[src/rtl/s5scan_pkg.sv]
// Shared types and constants of the S5 sleep-type scanner.
// Used by the slot tracker and the scanner top level; no dependencies.
package s5scan_pkg;

  localparam logic [7:0] OpPackage    = 8'h12;
  localparam logic [7:0] OpBytePrefix = 8'h0A;
  localparam logic [7:0] OpZero       = 8'h00;
  localparam logic [7:0] OpOne        = 8'h01;
  localparam logic [7:0] OpOnes       = 8'hFF;
  localparam logic [7:0] ChUnder      = 8'h5F;
  localparam logic [7:0] ChS          = 8'h53;
  localparam logic [7:0] ChFive       = 8'h35;

  typedef struct packed {
    logic kill;
    logic start;
  } slot_ctrl_t;

  typedef struct packed {
    logic       busy;
    logic       free_next;
    logic       commit;
    logic [2:0] commit_val;
    logic       committed;
    logic       emit_req;
    logic [2:0] res_a;
    logic [2:0] res_b;
  } slot_stat_t;

  typedef struct packed {
    logic       s5_found;
    logic [2:0] sleep_type_a;
    logic [2:0] sleep_type_b;
  } result_t;

  function automatic logic is_short_int(input logic [7:0] x);
    return (x == OpZero) || (x == OpOne) || (x == OpOnes);
  endfunction

endpackage

[src/rtl/s5scan_in_if.sv]
// Input channel of the S5 scanner: one body byte per beat with a last flag.
// Standalone valid/ready interface, no dependencies.
interface s5scan_in_if;
  logic       valid;
  logic       ready;
  logic [7:0] body_byte;
  logic       final_byte;

  modport source (output valid, output body_byte, output final_byte, input ready);
  modport sink (input valid, input body_byte, input final_byte, output ready);
endinterface

[src/rtl/s5scan_out_if.sv]
// Result channel of the S5 scanner: found flag and two sleep types per beat.
// Standalone valid/ready interface, no dependencies.
interface s5scan_out_if;
  logic       valid;
  logic       ready;
  logic       s5_found;
  logic [2:0] sleep_type_a;
  logic [2:0] sleep_type_b;

  modport source (output valid, output s5_found, output sleep_type_a,
                  output sleep_type_b, input ready);
  modport sink (input valid, input s5_found, input sleep_type_a,
                input sleep_type_b, output ready);
endinterface

[src/rtl/s5scan_slot.sv]
// One candidate tracker: follows a "_S5_" match through the package header
// and its integers. Depends on s5scan_pkg.
module s5scan_slot (
  input  logic                    clk_i,
  input  logic                    rst_ni,
  input  logic                    step_i,
  input  logic [7:0]              byte_i,
  input  logic                    fin_i,
  input  s5scan_pkg::slot_ctrl_t  ctrl_i,
  output s5scan_pkg::slot_stat_t  stat_o
);

  typedef enum logic [3:0] {
    PhIdle, PhPkg, PhLead, PhSkip, PhNumel, PhInt1, PhInt1b, PhInt2, PhInt2b
  } phase_e;

  phase_e     phase_q, phase_d;
  logic [1:0] skip_q, skip_d;
  logic [2:0] first_q, first_d;
  logic       short_x;

  assign short_x = s5scan_pkg::is_short_int(byte_i);

  always_comb begin
    phase_d = PhIdle;
    skip_d  = skip_q;
    first_d = first_q;
    stat_o  = '0;
    stat_o.busy  = (phase_q != PhIdle);
    stat_o.res_a = first_q;
    stat_o.commit_val = byte_i[2:0];
    unique case (phase_q)
      PhPkg:   phase_d = (byte_i == s5scan_pkg::OpPackage) ? PhLead : PhIdle;
      PhLead: begin
        skip_d  = byte_i[7:6];
        phase_d = (byte_i[7:6] != 2'd0) ? PhSkip : PhNumel;
      end
      PhSkip: begin
        skip_d  = skip_q - 2'd1;
        phase_d = (skip_q != 2'd1) ? PhSkip : PhNumel;
      end
      PhNumel: phase_d = PhInt1;
      PhInt1: begin
        if (short_x) begin
          first_d = byte_i[2:0];
          phase_d = PhInt2;
          stat_o.commit = 1'b1;
        end else if (byte_i == s5scan_pkg::OpBytePrefix) begin
          phase_d = PhInt1b;
        end
      end
      PhInt1b: begin
        first_d = byte_i[2:0];
        phase_d = PhInt2;
        stat_o.commit = 1'b1;
      end
      PhInt2: begin
        stat_o.committed = 1'b1;
        if (byte_i == s5scan_pkg::OpBytePrefix && !fin_i) begin
          phase_d = PhInt2b;
        end else begin
          stat_o.emit_req = 1'b1;
          stat_o.res_b = short_x ? byte_i[2:0] : 3'd0;
        end
      end
      PhInt2b: begin
        stat_o.committed = 1'b1;
        stat_o.emit_req  = 1'b1;
        stat_o.res_b     = byte_i[2:0];
      end
      default: phase_d = PhIdle;
    endcase
    stat_o.free_next = (phase_d == PhIdle);
  end

  always_ff @(posedge clk_i or negedge rst_ni) begin
    if (!rst_ni) begin
      phase_q <= PhIdle;
      skip_q  <= 2'd0;
    end else if (step_i) begin
      if (ctrl_i.kill) begin
        phase_q <= PhIdle;
      end else if (ctrl_i.start) begin
        phase_q <= PhPkg;
        skip_q  <= 2'd0;
      end else begin
        phase_q <= phase_d;
        skip_q  <= skip_d;
      end
    end
  end

  always_ff @(posedge clk_i or negedge rst_ni) begin
    if (!rst_ni) begin
      first_q <= 3'd0;
    end else if (step_i) begin
      first_q <= first_d;
    end
  end

endmodule

[src/rtl/aml_s5_sleep_type_scanner.sv]
// S5 sleep-type scanner top level: byte history, candidate slots, result queue.
// A result is registered into the output entry behind out_o, or into the skid entry while out_o stalls.
// Throughput: one body byte per cycle while the skid entry is empty; in_i.ready drops while it holds a result.
// A two-entry result queue keeps input flowing while a result waits.
// Reset (rst_ni low, asynchronous) clears history, slots and queue; history and
// slots also return to reset after every final byte. Depends on s5scan_pkg, s5scan_slot.
module aml_s5_sleep_type_scanner #(
  parameter int ATTEMPTS = 4
) (
  input logic         clk_i,
  input logic         rst_ni,
  s5scan_in_if.sink   in_i,
  s5scan_out_if.source out_o
);

  localparam int IdxW = (ATTEMPTS > 1) ? $clog2(ATTEMPTS) : 1;

  s5scan_pkg::slot_ctrl_t ctrl [ATTEMPTS];
  s5scan_pkg::slot_stat_t stat [ATTEMPTS];

  logic [7:0] r1_q, r2_q, r3_q;
  logic [1:0] seen_q;
  logic       done_q;

  logic            accept, fin, pattern;
  logic [7:0]      x;
  logic            emit_any, commit_any, committed_any, free_any;
  logic [IdxW-1:0] emit_idx, commit_idx, free_idx;
  logic            push;
  s5scan_pkg::result_t res;

  s5scan_pkg::result_t out_q, skid_q;
  logic                out_valid_q, skid_valid_q;

  assign x      = in_i.body_byte;
  assign fin    = in_i.final_byte;
  assign accept = in_i.valid && in_i.ready;
  assign in_i.ready = !skid_valid_q;

  assign pattern = (seen_q == 2'd3) && (r1_q == s5scan_pkg::ChUnder) &&
                   (r2_q == s5scan_pkg::ChS) && (r3_q == s5scan_pkg::ChFive) &&
                   (x == s5scan_pkg::ChUnder);

  always_comb begin
    emit_any = 1'b0;
    commit_any = 1'b0;
    committed_any = 1'b0;
    free_any = 1'b0;
    emit_idx = '0;
    commit_idx = '0;
    free_idx = '0;
    for (int i = ATTEMPTS - 1; i >= 0; i--) begin
      if (stat[i].emit_req) begin
        emit_any = 1'b1;
        emit_idx = IdxW'(i);
      end
      if (stat[i].commit) begin
        commit_any = 1'b1;
        commit_idx = IdxW'(i);
      end
      if (stat[i].free_next) begin
        free_any = 1'b1;
        free_idx = IdxW'(i);
      end
      if (stat[i].committed) begin
        committed_any = 1'b1;
      end
    end
  end

  for (genvar g = 0; g < ATTEMPTS; g++) begin : g_slot
    assign ctrl[g].kill = fin || emit_any ||
                          (commit_any && (commit_idx != IdxW'(g)));
    assign ctrl[g].start = !done_q && !emit_any && !commit_any && !committed_any &&
                           pattern && free_any && (free_idx == IdxW'(g));
    s5scan_slot u_slot (
      .clk_i  (clk_i),
      .rst_ni (rst_ni),
      .step_i (accept),
      .byte_i (x),
      .fin_i  (fin),
      .ctrl_i (ctrl[g]),
      .stat_o (stat[g])
    );
  end

  always_comb begin
    res  = '0;
    push = 1'b0;
    if (!done_q) begin
      if (emit_any) begin
        push = 1'b1;
        res.s5_found = 1'b1;
        res.sleep_type_a = stat[emit_idx].res_a;
        res.sleep_type_b = stat[emit_idx].res_b;
      end else if (commit_any && fin) begin
        push = 1'b1;
        res.s5_found = 1'b1;
        res.sleep_type_a = stat[commit_idx].commit_val;
      end else if (fin) begin
        push = 1'b1;
      end
    end
  end

  always_ff @(posedge clk_i or negedge rst_ni) begin
    if (!rst_ni) begin
      r1_q <= '0;
      r2_q <= '0;
      r3_q <= '0;
      seen_q <= 2'd0;
      done_q <= 1'b0;
    end else if (accept) begin
      if (fin) begin
        r1_q <= '0;
        r2_q <= '0;
        r3_q <= '0;
        seen_q <= 2'd0;
        done_q <= 1'b0;
      end else begin
        r1_q <= r2_q;
        r2_q <= r3_q;
        r3_q <= x;
        if (seen_q != 2'd3) begin
          seen_q <= seen_q + 2'd1;
        end
        if (emit_any) begin
          done_q <= 1'b1;
        end
      end
    end
  end

  always_ff @(posedge clk_i or negedge rst_ni) begin
    if (!rst_ni) begin
      out_valid_q <= 1'b0;
      skid_valid_q <= 1'b0;
      out_q <= '0;
      skid_q <= '0;
    end else if (out_valid_q && !out_o.ready) begin
      if (accept && push) begin
        skid_q <= res;
        skid_valid_q <= 1'b1;
      end
    end else if (skid_valid_q) begin
      out_q <= skid_q;
      out_valid_q <= 1'b1;
      skid_valid_q <= 1'b0;
    end else begin
      out_q <= res;
      out_valid_q <= accept && push;
    end
  end

  assign out_o.valid        = out_valid_q;
  assign out_o.s5_found     = out_q.s5_found;
  assign out_o.sleep_type_a = out_q.sleep_type_a;
  assign out_o.sleep_type_b = out_q.sleep_type_b;

  logic [ATTEMPTS-1:0] busy_vec;
  for (genvar g = 0; g < ATTEMPTS; g++) begin : g_busy
    assign busy_vec[g] = stat[g].busy;
  end

  a_skid_implies_out: assert property (@(posedge clk_i) disable iff (!rst_ni)
    skid_valid_q |-> out_valid_q)
    else $error("skid entry held without output entry");

  a_done_slots_idle: assert property (@(posedge clk_i) disable iff (!rst_ni)
    done_q |-> (busy_vec == '0))
    else $error("slot active after result emitted");

  a_commit_single: assert property (@(posedge clk_i) disable iff (!rst_ni)
    (accept && commit_any && !emit_any && !fin && !done_q) |=> $countones(busy_vec) == 1)
    else $error("more than one slot survives a commit");

  a_fin_clears: assert property (@(posedge clk_i) disable iff (!rst_ni)
    (accept && fin) |=> (seen_q == 2'd0) && !done_q && (busy_vec == '0))
    else $error("state not cleared after final beat");

endmodule
[src/flat_wrapper.sv]
// flat-port wrapper written by rule: the top's interface ports become plain ports
module aml_s5_sleep_type_scanner_flat 
#(
  parameter int ATTEMPTS = 4
)
  (clk_i, rst_ni, in_i_valid, in_i_body_byte, in_i_final_byte, in_i_ready, out_o_valid, out_o_s5_found, out_o_sleep_type_a, out_o_sleep_type_b, out_o_ready);
  s5scan_in_if in_i_i ();
  s5scan_out_if out_o_i ();
  input logic clk_i;
  input logic rst_ni;
  input wire logic [$bits(in_i_i.valid)-1:0] in_i_valid;
  input wire logic [$bits(in_i_i.body_byte)-1:0] in_i_body_byte;
  input wire logic [$bits(in_i_i.final_byte)-1:0] in_i_final_byte;
  output wire logic [$bits(in_i_i.ready)-1:0] in_i_ready;
  output wire logic [$bits(out_o_i.valid)-1:0] out_o_valid;
  output wire logic [$bits(out_o_i.s5_found)-1:0] out_o_s5_found;
  output wire logic [$bits(out_o_i.sleep_type_a)-1:0] out_o_sleep_type_a;
  output wire logic [$bits(out_o_i.sleep_type_b)-1:0] out_o_sleep_type_b;
  input wire logic [$bits(out_o_i.ready)-1:0] out_o_ready;
  assign in_i_i.valid = in_i_valid;
  assign in_i_i.body_byte = in_i_body_byte;
  assign in_i_i.final_byte = in_i_final_byte;
  assign in_i_ready = in_i_i.ready;
  assign out_o_valid = out_o_i.valid;
  assign out_o_s5_found = out_o_i.s5_found;
  assign out_o_sleep_type_a = out_o_i.sleep_type_a;
  assign out_o_sleep_type_b = out_o_i.sleep_type_b;
  assign out_o_i.ready = out_o_ready;
  aml_s5_sleep_type_scanner #(.ATTEMPTS(ATTEMPTS)) u_core (.clk_i(clk_i), .rst_ni(rst_ni), .in_i(in_i_i), .out_o(out_o_i));
endmodule
[config.mk]
export PLATFORM = sky130hd
export DESIGN_NAME = aml_s5_sleep_type_scanner_flat
export DESIGN_NICKNAME = d
export VERILOG_FILES = /design/src/rtl/s5scan_pkg.sv /design/src/rtl/s5scan_in_if.sv /design/src/rtl/s5scan_out_if.sv /design/src/rtl/s5scan_slot.sv /design/src/rtl/aml_s5_sleep_type_scanner.sv /design/src/flat_wrapper.sv
export SDC_FILE = /design/constraint.sdc
export NUM_CORES = 1
export LEC_CHECK = 0
export ABC_AREA = 1
export BUFFER_PORTS_ARGS = -buffer_cell sky130_fd_sc_hd__clkbuf_2
export CAP_MARGIN = 0
export CORE_UTILIZATION = 35
export DETAILED_ROUTE_END_ITERATION = 10
export HOLD_SLACK_MARGIN = 0.08
export PLACE_DENSITY = 0.53
export SLEW_MARGIN = 20
export SYNTH_ARGS = -nofsm -noshare
export SYNTH_HDL_FRONTEND = slang
export SYNTH_SLANG_ARGS = --single-unit
[constraint.sdc]
create_clock -name clk_i -period 2.2 [get_ports clk_i]
set_clock_uncertainty 0.2 [all_clocks]
set_input_delay 0.44 -clock clk_i [delete_from_list [all_inputs] [get_ports clk_i]]
set_output_delay 0.44 -clock clk_i [all_outputs]
set_load 0.01 [all_outputs]
==> flow_metrics.tcl, run 1 <==
set metrics [dict create \
    maxSlewViolCount 0 \
    endpoint_kind "flop" \
    max_slew_margin_pct 73.41 \
    die_y_um 122.0 \
    syn_inst 721 \
    clk_pin_slew_worst_paths_ns 0.06 \
    dp_cells 1024 \
    clock_latency_ns 0.35 \
    grt-ovfl-total 0 \
    root_buffer "clkbuf_16" \
    yosys_warnings 0 \
    yosys.area.top_type_share_pct 39.24 \
    outcome "finished with violations" \
    numPortBuffers 21 \
    dp_slack_ns -0.2967 \
    p_clk_share_pct 40.8 \
    drt-wirelength-per-cell_um 13.98 \
    drive_gt1_share_pct 36.59 \
    routabilityCongestion 0.9326 \
    rows 43 \
    violations "negative setup slack" \
    fin_nets 893 \
    syn_to_final_growth_pct 40.93 \
    arrival_ns 2.32 \
    min_period_ns 2.282 \
    synth_common_cells "nand2_1 (226), inv_1 (80), dfrtp_1 (79)" \
    hold_class "input pin to flop" \
    power_switching_uw 999.2 \
    setup_viol 10 \
    syn-cell-area_sq_um 5037 \
    cts_tree "yes" \
    cts.path.max_buffers 2 \
    core_sq_um 13930 \
    drc 0 \
    antenna_found_initial 0 \
    synthArstFlopShare_pct 100.0 \
    tightest_slew_ns 0.3988 \
    synth_cell_types 35 \
    design.die.area_sq_um 14880 \
    synth_top_area_cell "dfrtp_1" \
    ioPinCount 22 \
    ys_ff_latch 79 \
    dpl.hpwl_um 11080 \
    vdd_drop_max_mv 0.3170 \
    p_per_area_nw_per_um2 496.2 \
    ant_nets 0 \
    first_iter_violations 251 \
    n_antenna_cell 0 \
    grt.total_usage_pct 21.07 \
    grt-busiest-layer "met2" \
    combPwrFrac_pct 12.7 \
    use_met2_pct 35.81 \
    met3_usage_pct 3.511 \
    max_freq_mhz 438.2 \
    start_util_pct 36.15 \
    max_cap_viol_count 0 \
    synth_edf_count 0 \
    totalNegativeSetupSlack_ns -0.5172 \
    grt_max_degree 39 \
    seq_power_share_pct 46.6 \
    fin_cells 1060 \
    synthTopCellsByArea "dfrtp_1 (39%), nand2_1 (17%), nand3_1 (6.5%), inv_1 (6.0%), o21ai_0 (5.3%)" \
    via_per_inst 4.934 \
    synth_most_common_cell "nand2_1" \
    leakage_uw 0.003505 \
    use_met1_pct 27.02 \
    dr.pass1.iters 5 \
    wirelength_um 14820 \
    grt_pass1_wl_um 24450 \
    rsz0062_at_grt "yes" \
    vias 5230 \
    synth_area_per_cell_sq_um 6.987 \
    start_kind "flop" \
    cp_data_required_time_ns 2.24 \
    p_int_uw 2523 \
    switching_share_pct 28.37 \
    die_w_um 122.0 \
    criticalPathCategory "flop to flop" \
    htreeDepth 3 \
    ys_seq_area_share_pct 39.24 \
    power_uw 3523 \
    cts_buffers 9 \
    grt_pass1_vias 5098 \
    cts_sinks 79 \
    setup_ws_ns -0.08196 \
    hold_violations 0 \
    syn_nets 739 \
    fin_crit_sh_pct 103.7 \
    crit_fanout 5 \
    ys.flop_type "dfrtp_1" \
]
repair_timing:
item,in CTS,in global routing
resized for setup,39,96
buffers inserted,3,15
setup endpoints to repair,28,35
pin swaps,7,44
hold buffers,1,0
cloned,0,1
hold endpoints to repair,27,0
sequential cells by signal (all words and copies together), names as in the netlist:
name / flops
u_core.r3_q: 8
u_core.r2_q: 8
u_core.out_o.sleep_type_b: 3
u_core.seen_q: 2
u_core.skid_q: 7
u_core.r1_q: 8
u_core.out_o.sleep_type_a: 3
u_core.out_o.s5_found: 1
u_core.done_q: 1
u_core.skid_valid_q: 1
u_core.out_o.valid: 1
u_core.g_slot.u_slot.skip_q: 8
u_core.g_slot.u_slot.first_q: 12
u_core.g_slot.u_slot.phase_q: 16
cell families after synthesis:
group	Yosys count	synth area share, %
AO/OA/AOI/OAI	114	12.99
adder cells (fa/ha/maj)	5	1.242
buffers and inverters	107	8.693
AND/OR/NAND/NOR	416	37.83
flip-flops	79	39.24
critical path, stage by stage (launching register included):
cell     delay (ns)
dfrtp_2        0.45
buf_4          0.15
inv_1          0.07
nor2_2         0.05
nand3_1        0.09
nand2_1        0.07
a21oi_2        0.13
nand3_2        0.11
nor2_2         0.14
nand2_2        0.13
a21oi_4        0.20
nand3_2        0.11
nand2_2        0.09
nand2_1        0.06
nand2_1        0.07
nand2_1        0.05
through the flow:
stage	instance area [sq um]	utilization [%]	hold WS [ns]
6_report	7099	50.95	0.2565
4_1_cts	6649	47.71	0.2486
3_3_place_gp	6192	44.44	0.1888
3_5_place_dp	6192	44.44	0.1970
2_1_floorplan	5059	-	-0.05559
5_1_grt	7099	50.95	0.2844
layer usage:
layer  vias to the layer above  part of all wire [%]
met5                         -                     0
met2                        76                    49
met3                        18                   3.2
met1                      2470                    46
met4                         0                   1.8
li1                       2666                     -
cell type report:
cell class / count / area, sq um
Fill cell: 1323 / 6835
Tap cell: 180 / 225.2
Inverter: 93 / 361.6
Sequential cell: 79 / 1984
Clock buffer: 9 / 225.2
Multi-Input combinational cell: 536 / 3084
Timing Repair Buffer: 156 / 1164
Clock inverter: 7 / 55.05
final timing paths:
kind,from,end,cells past startpoint,slack (ns)
setup / recovery,u_core.g_slot[1].u_slot.phase_q[1],u_core.g_slot[1].u_slot.skip_q[1],15,-0.08
hold reg to reg,u_core.g_slot[2].u_slot.skip_q[1],u_core.g_slot[2].u_slot.skip_q[1],2,0.27
max in group asynchronous,rst_ni,u_core.g_slot[2].u_slot.phase_q[0],3,0.88
setup reg to reg,u_core.g_slot[1].u_slot.phase_q[1],u_core.g_slot[1].u_slot.skip_q[1],15,-0.08
hold / removal,in_i_body_byte[4],u_core.r3_q[4],4,0.26
min in group asynchronous,rst_ni,u_core.r1_q[4],2,0.35
power groups by stage:
stage / logic (uW) / clock network [uW] / registers, uW
2_1_floorplan: 255 / 0 / 1650
3_3_place_gp: 429 / 0 / 1660
3_5_place_dp: 444 / 0 / 1670
4_1_cts: 448 / 1480 / 1640
5_1_grt: 513 / 1540 / 1650
6_report: 447 / 1440 / 1640
placed cells by master (no fill, tap or decap), drive strengths merged:
cell type and instances:
o22ai 14, nand3 72, a21oi 21, o21a 1, o211ai 1, or2 2
clkinvlp 1, inv 94, nand4 14, dfrtp 79, clkinv 5, o21ai 65
nor2 65, nor3 14, dlygate4sd3 1, nand3b 5, ha 5, o31ai 12
buf 135, clkbuf 29, nand2 245
No activity file was read; power rests on OpenSTA's default activity.
==> run 2, diff against run 1 <==
CELL_PAD_IN_SITES_DETAIL_PLACEMENT = 0   (was not set)
CELL_PAD_IN_SITES_GLOBAL_PLACEMENT = 2   (was not set)
CORE_UTILIZATION = 32   (was 35)
PLACE_DENSITY = 0.77   (was 0.53)
==> run 2 against run 1 <==
Effect of this change:
- the run still ends with negative setup slack left
- fmax increased by 1.1%
- clock power increased by 22%
- worst setup slack improved by 0.025 ns
- wire length increased by 11%
- critical path depth decreased by 2
- cell count increased by 4.2%
- clock-buffer cell count unchanged
- critical endpoint is now u_core.g_slot[3].u_slot.skip_q[0]
- largest cell class unchanged
- largest power group is now the clock network
==> flow_metrics.tcl, run 2 (same netlist as run 1, synthesis figures left out) <==
set metrics [dict create \
    core_sq_um 15260 \
    wirelength_um 16420 \
    tightest_slew_ns 0.5061 \
    routabilityCongestion 0.8661 \
    rsz0062_at_grt "yes" \
    setup_viol 10 \
    endpoint_kind "flop" \
    start_util_pct 33.01 \
    fin_cells 1104 \
    cp_data_required_time_ns 2.24 \
    dpl.hpwl_um 11980 \
    reg_top3 "u_core.g_slot.u_slot.phase_q x16, u_core.g_slot.u_slot.first_q x12" \
    start_kind "flop" \
    final_area_sq_um 7405 \
    p_per_area_nw_per_um2 522.1 \
    min_period_ns 2.257 \
    grt-ovfl-total 0 \
    hold_violations 0 \
    fin_crit_sh_pct 102.6 \
    power_uw 3866 \
    numPortBuffers 21 \
    criticalPathCategory "flop to flop" \
    hold_class "input pin to flop" \
    first_iter_violations 258 \
    cts_sinks 79 \
    leakage_uw 0.003665 \
    vias 5364 \
    cts_tree "yes" \
    dp_cells 1063 \
    drc 0 \
    vdd_drop_max_mv 0.4538 \
    largest_reg_flops 16 \
    design.die.area_sq_um 16250 \
    syn_to_final_growth_pct 46.99 \
    htreeDepth 3 \
    regMostFlops "u_core.g_slot.u_slot.phase_q" \
    drt-wirelength-per-cell_um 14.88 \
    n_antenna_cell 0 \
    via_per_inst 4.859 \
    maxSlewViolCount 0 \
    root_buffer "clkbuf_16" \
    drive_gt1_share_pct 40.43 \
    antenna_found_initial 0 \
    fin_nets 906 \
    final_cell_mix "nand2_1 (184), buf_4 (137), dfrtp_1 (74), inv_1 (65), nand3_1 (50)" \
    clk_pin_slew_worst_paths_ns 0.07 \
    cts_buffers 9 \
    max_cap_viol_count 0 \
    violations "negative setup slack" \
    grt_max_degree 47 \
    grt_pass1_wl_um 26280 \
    crit_fanout 4 \
    clock_latency_ns 0.36 \
    die_w_um 127.5 \
    setup_ws_ns -0.05677 \
    max_slew_margin_pct 66.26 \
    ioPinCount 22 \
    postPlaceCellArea_sq_um 6304 \
    final_common_cell "nand2_1" \
    arrival_ns 2.30 \
    ant_nets 0 \
    outcome "finished with violations" \
    max_freq_mhz 443.1 \
    cts.path.max_buffers 2 \
    dr.pass1.iters 5 \
    grt.total_usage_pct 20.96 \
    rows 45 \
    grt_pass1_vias 5224 \
    die_y_um 127.5 \
]
## run 2: power by group
group          internal, uW  leakage (uW)  switching, uW  total, uW
sequential             1570       0.00107           70.8       1640
combinational           179       0.00244            294        474
clock                  1020      0.000160            732       1750
total                  2770       0.00367           1100       3870
## run 2: path summary, 6_finish.rpt
kind / from / endpoint / slack, ns / depth (start not counted)
worst max-delay path: u_core.g_slot[2].u_slot.phase_q[1] / u_core.g_slot[3].u_slot.skip_q[0] / -0.06 / 13
worst min-delay path: in_i_body_byte[0] / u_core.r3_q[0] / 0.20 / 3
worst max register to register: u_core.g_slot[2].u_slot.phase_q[1] / u_core.g_slot[3].u_slot.skip_q[0] / -0.06 / 13
worst min register to register: u_core.g_slot[0].u_slot.skip_q[1] / u_core.g_slot[0].u_slot.skip_q[1] / 0.27 / 2
max in group asynchronous: rst_ni / u_core.g_slot[1].u_slot.phase_q[1] / 0.76 / 3
min in group asynchronous: rst_ni / u_core.out_o.sleep_type_a[2] / 0.38 / 2
## run 2: area by class of cell
cell class,instances,area [sq um]
Timing Repair Buffer,169,1280
Inverter,93,361.6
Multi-Input combinational cell,535,3176
Clock inverter,7,107.6
Fill cell,1485,7854
Sequential cell,79,1983
Clock buffer,9,225.2
Tap cell,211,264.0
Timing Repair inverter,1,7.507
## run 2: per-layer routing
metal / vias to the layer above / global-route usage (%) / part of all wire, %
met4: 0 / 8.894 / 2.3
li1: 2694 / - / -
met5: - / 0 / 0
met2: 85 / 34.97 / 48
met3: 25 / 2.638 / 2.5
met1: 2560 / 27.34 / 47
## run 2: worst max-delay path, stage by stage (launching register included)
cell and delay, ns:
dfrtp_2 0.45, buf_4 0.16, nor3_4 0.20, nand3_1 0.11
nand2_2 0.14, nand3_4 0.11, nor2_4 0.13, nand3_4 0.10
nor2_4 0.17, nand3_4 0.10, nand2_2 0.09, nand2_2 0.06
nand2_2 0.06, nand2_1 0.06
## run 2: per-stage QoR
stage	hold WS, ns	utilization (%)	TNS (ns)	worst slack, ns
after floorplan	-0.05559	-	-0.3254	-0.04086
after global placement	0.2392	41.31	-9.541	-0.4622
after detailed placement	0.2446	41.31	-11.37	-0.5066
after CTS	0.1895	45.87	-0.007502	-0.007502
after global routing	0.2250	48.53	-3.742	-0.1769
final	0.1973	48.53	-0.2712	-0.05677
## run 2: what timing repair did
item	4_1_cts	5_1_grt
pin swaps	42	58
setup buffers	11	15
endpoints found under the setup margin	25	35
hold endpoints to repair	33	0
resized for setup	85	94
hold buffers	1	0
gates cloned	0	1
==> run 3, diff against run 2 <==
CELL_PAD_IN_SITES_DETAIL_PLACEMENT = 1   (was 0)
CELL_PAD_IN_SITES_GLOBAL_PLACEMENT = 1   (was 2)
CORE_UTILIZATION = 35   (was 32)
PLACE_DENSITY = 0.68   (was 0.77)
==> run 3 against run 2 <==
Effect of this change:
- the run still ends with negative setup slack left
- fmax decreased by 4.5%
- combinational power grew 6.8%
- total power down 6.7%
- largest cell class unchanged
- highest routed layer unchanged
==> flow_metrics.tcl, run 3 (same netlist as run 1, synthesis figures left out) <==
set metrics [dict create \
    outcome "finished with violations" \
    violations "negative setup slack" \
    endpoint_kind "flop" \
    arrival_ns 2.40 \
    tightest_slew_ns 0.6286 \
    min_period_ns 2.364 \
    core_sq_um 13930 \
    numPortBuffers 21 \
    ioPinCount 22 \
    design.die.area_sq_um 14880 \
    die_y_um 122.0 \
    ant_nets 0 \
    grt_pass1_wl_um 29720 \
    wirelength_um 19390 \
    setup_ws_ns -0.1644 \
    dp_slack_ns -0.4155 \
    use_met1_pct 29.63 \
    htreeDepth 3 \
    vdd_drop_max_mv 0.4274 \
    criticalPathCategory "flop to flop" \
    drc 0 \
    fin_crit_sh_pct 107.5 \
    grt-busiest-layer "met2" \
    final_common_cell "nand2_1" \
    regMostFlops "u_core.g_slot.u_slot.phase_q" \
    grt-ovfl-total 0 \
    met3_usage_pct 4.588 \
    dr.pass1.iters 4 \
    fin_nets 912 \
    root_buffer "clkbuf_16" \
    hold_violations 0 \
    maxSlewViolCount 0 \
    clock_latency_ns 0.35 \
    final_cell_mix "nand2_1 (177), buf_4 (135), dfrtp_1 (75), inv_1 (65), nand2_2 (46)" \
    cts_buffers 9 \
    cts.path.max_buffers 2 \
    drive_gt1_share_pct 43.83 \
    syn_to_final_growth_pct 50.62 \
    hold_slack_ns 0.2571 \
    crit_chain "inv_2 -> buf_6 -> nor3_2 -> buf_4 -> nand3_4 -> nand2_4 -> nand3_2 -> nor2_2 -> nand2_2 -> a21oi_4 -> nand3_4 -> nand2_2 -> nand2_2 -> nand2_1 -> nand2_1" \
    crit_fanout 4 \
    first_iter_violations 206 \
    grt.total_usage_pct 25.87 \
    p_per_area_nw_per_um2 475.5 \
    die_w_um 122.0 \
    n_antenna_cell 0 \
    power_uw 3608 \
    drt-wirelength-per-cell_um 17.97 \
    reg_top3 "u_core.g_slot.u_slot.phase_q x16, u_core.g_slot.u_slot.first_q x12" \
    largest_reg_flops 16 \
    antenna_found_initial 0 \
    use_met2_pct 48.31 \
    cp_common_cell "nand2_2" \
    start_kind "flop" \
    cts_tree "yes" \
    path_buf_inv 3 \
    hold_class "input pin to flop" \
    max_slew_margin_pct 58.09 \
    cp_data_required_time_ns 2.24 \
    rows 43 \
    vias 5664 \
    setup_viol 30 \
    grt_pass1_vias 5958 \
    leakage_uw 0.003692 \
    start_util_pct 36.15 \
    crit_family "simple AND/OR/NAND/NOR gates" \
    slowest_delay_ns 0.44 \
    max_cap_viol_count 0 \
    rsz0062_at_grt "yes" \
    cts_sinks 79 \
    slowest_stage "dfrtp_1" \
    max_freq_mhz 422.9 \
    dpl.hpwl_um 13140 \
    clk_pin_slew_worst_paths_ns 0.06 \
    routabilityCongestion 0.9093 \
    via_per_inst 5.249 \
    grt_max_degree 46 \
]
run 3: tightest hold or removal path, stage by stage:
cell      delay, ns
clkbuf_2       0.10
inv_1          0.07
buf_4          0.10
o31ai_1        0.06
run 3: path summary, 6_finish.rpt:
check                                                    from                                 end  slack, ns  depth (start not counted)
setup / recovery           u_core.g_slot[0].u_slot.phase_q[0]   u_core.g_slot[1].u_slot.skip_q[0]      -0.16                         15
hold / removal                              in_i_body_byte[5]                      u_core.r3_q[5]       0.26                          4
setup reg to reg           u_core.g_slot[0].u_slot.phase_q[0]   u_core.g_slot[1].u_slot.skip_q[0]      -0.16                         15
min in group asynchronous                              rst_ni                      u_core.r1_q[0]       0.44                          2
hold reg to reg             u_core.g_slot[1].u_slot.skip_q[1]   u_core.g_slot[1].u_slot.skip_q[1]       0.28                          2
max in group asynchronous                              rst_ni  u_core.g_slot[2].u_slot.phase_q[1]       0.72                          3
run 3: layer usage:
layer	wire [um]	vias up
li1	-	2702
met1	7804	2819
met2	10410	101
met3	642	42
met4	534	0
met5	0	-
run 3: through the flow:
step	cells	instance area (sq um)	TNS (ns)	util (%)
4_1_cts	1062	6979	-0.7443	50.09
6_report	1079	7587	-2.421	54.45
2_1_floorplan	721	5059	-0.3254	-
3_3_place_gp	1025	6212	-8.205	44.58
5_1_grt	1079	7587	-6.344	54.45
3_5_place_dp	1025	6212	-11.91	44.58
run 3: cell type report:
type                            instances  area [sq um]
Tap cell                              180         225.2
Timing Repair Buffer                  174          1361
Timing Repair inverter                  1         7.507
Clock inverter                          5         41.29
Fill cell                            1730          6347
Clock buffer                           11         242.7
Inverter                               93         379.1
Multi-Input combinational cell        536          3348
Sequential cell                        79          1982
run 3: power breakdown:
| group | total [uW] | switching, uW | internal (uW) |
|---|---|---|---|
| Sequential | 1650 | 76.0 | 1570 |
| Combinational | 506 | 315 | 191 |
| Clock | 1450 | 651 | 803 |
run 3: what timing repair did:
action,CTS,global route
pin swaps,30,79
gates cloned,1,1
setup endpoints to repair,34,38
gates resized for setup,93,132
hold endpoints to repair,44,0
hold buffers,1,0
setup buffers,19,18
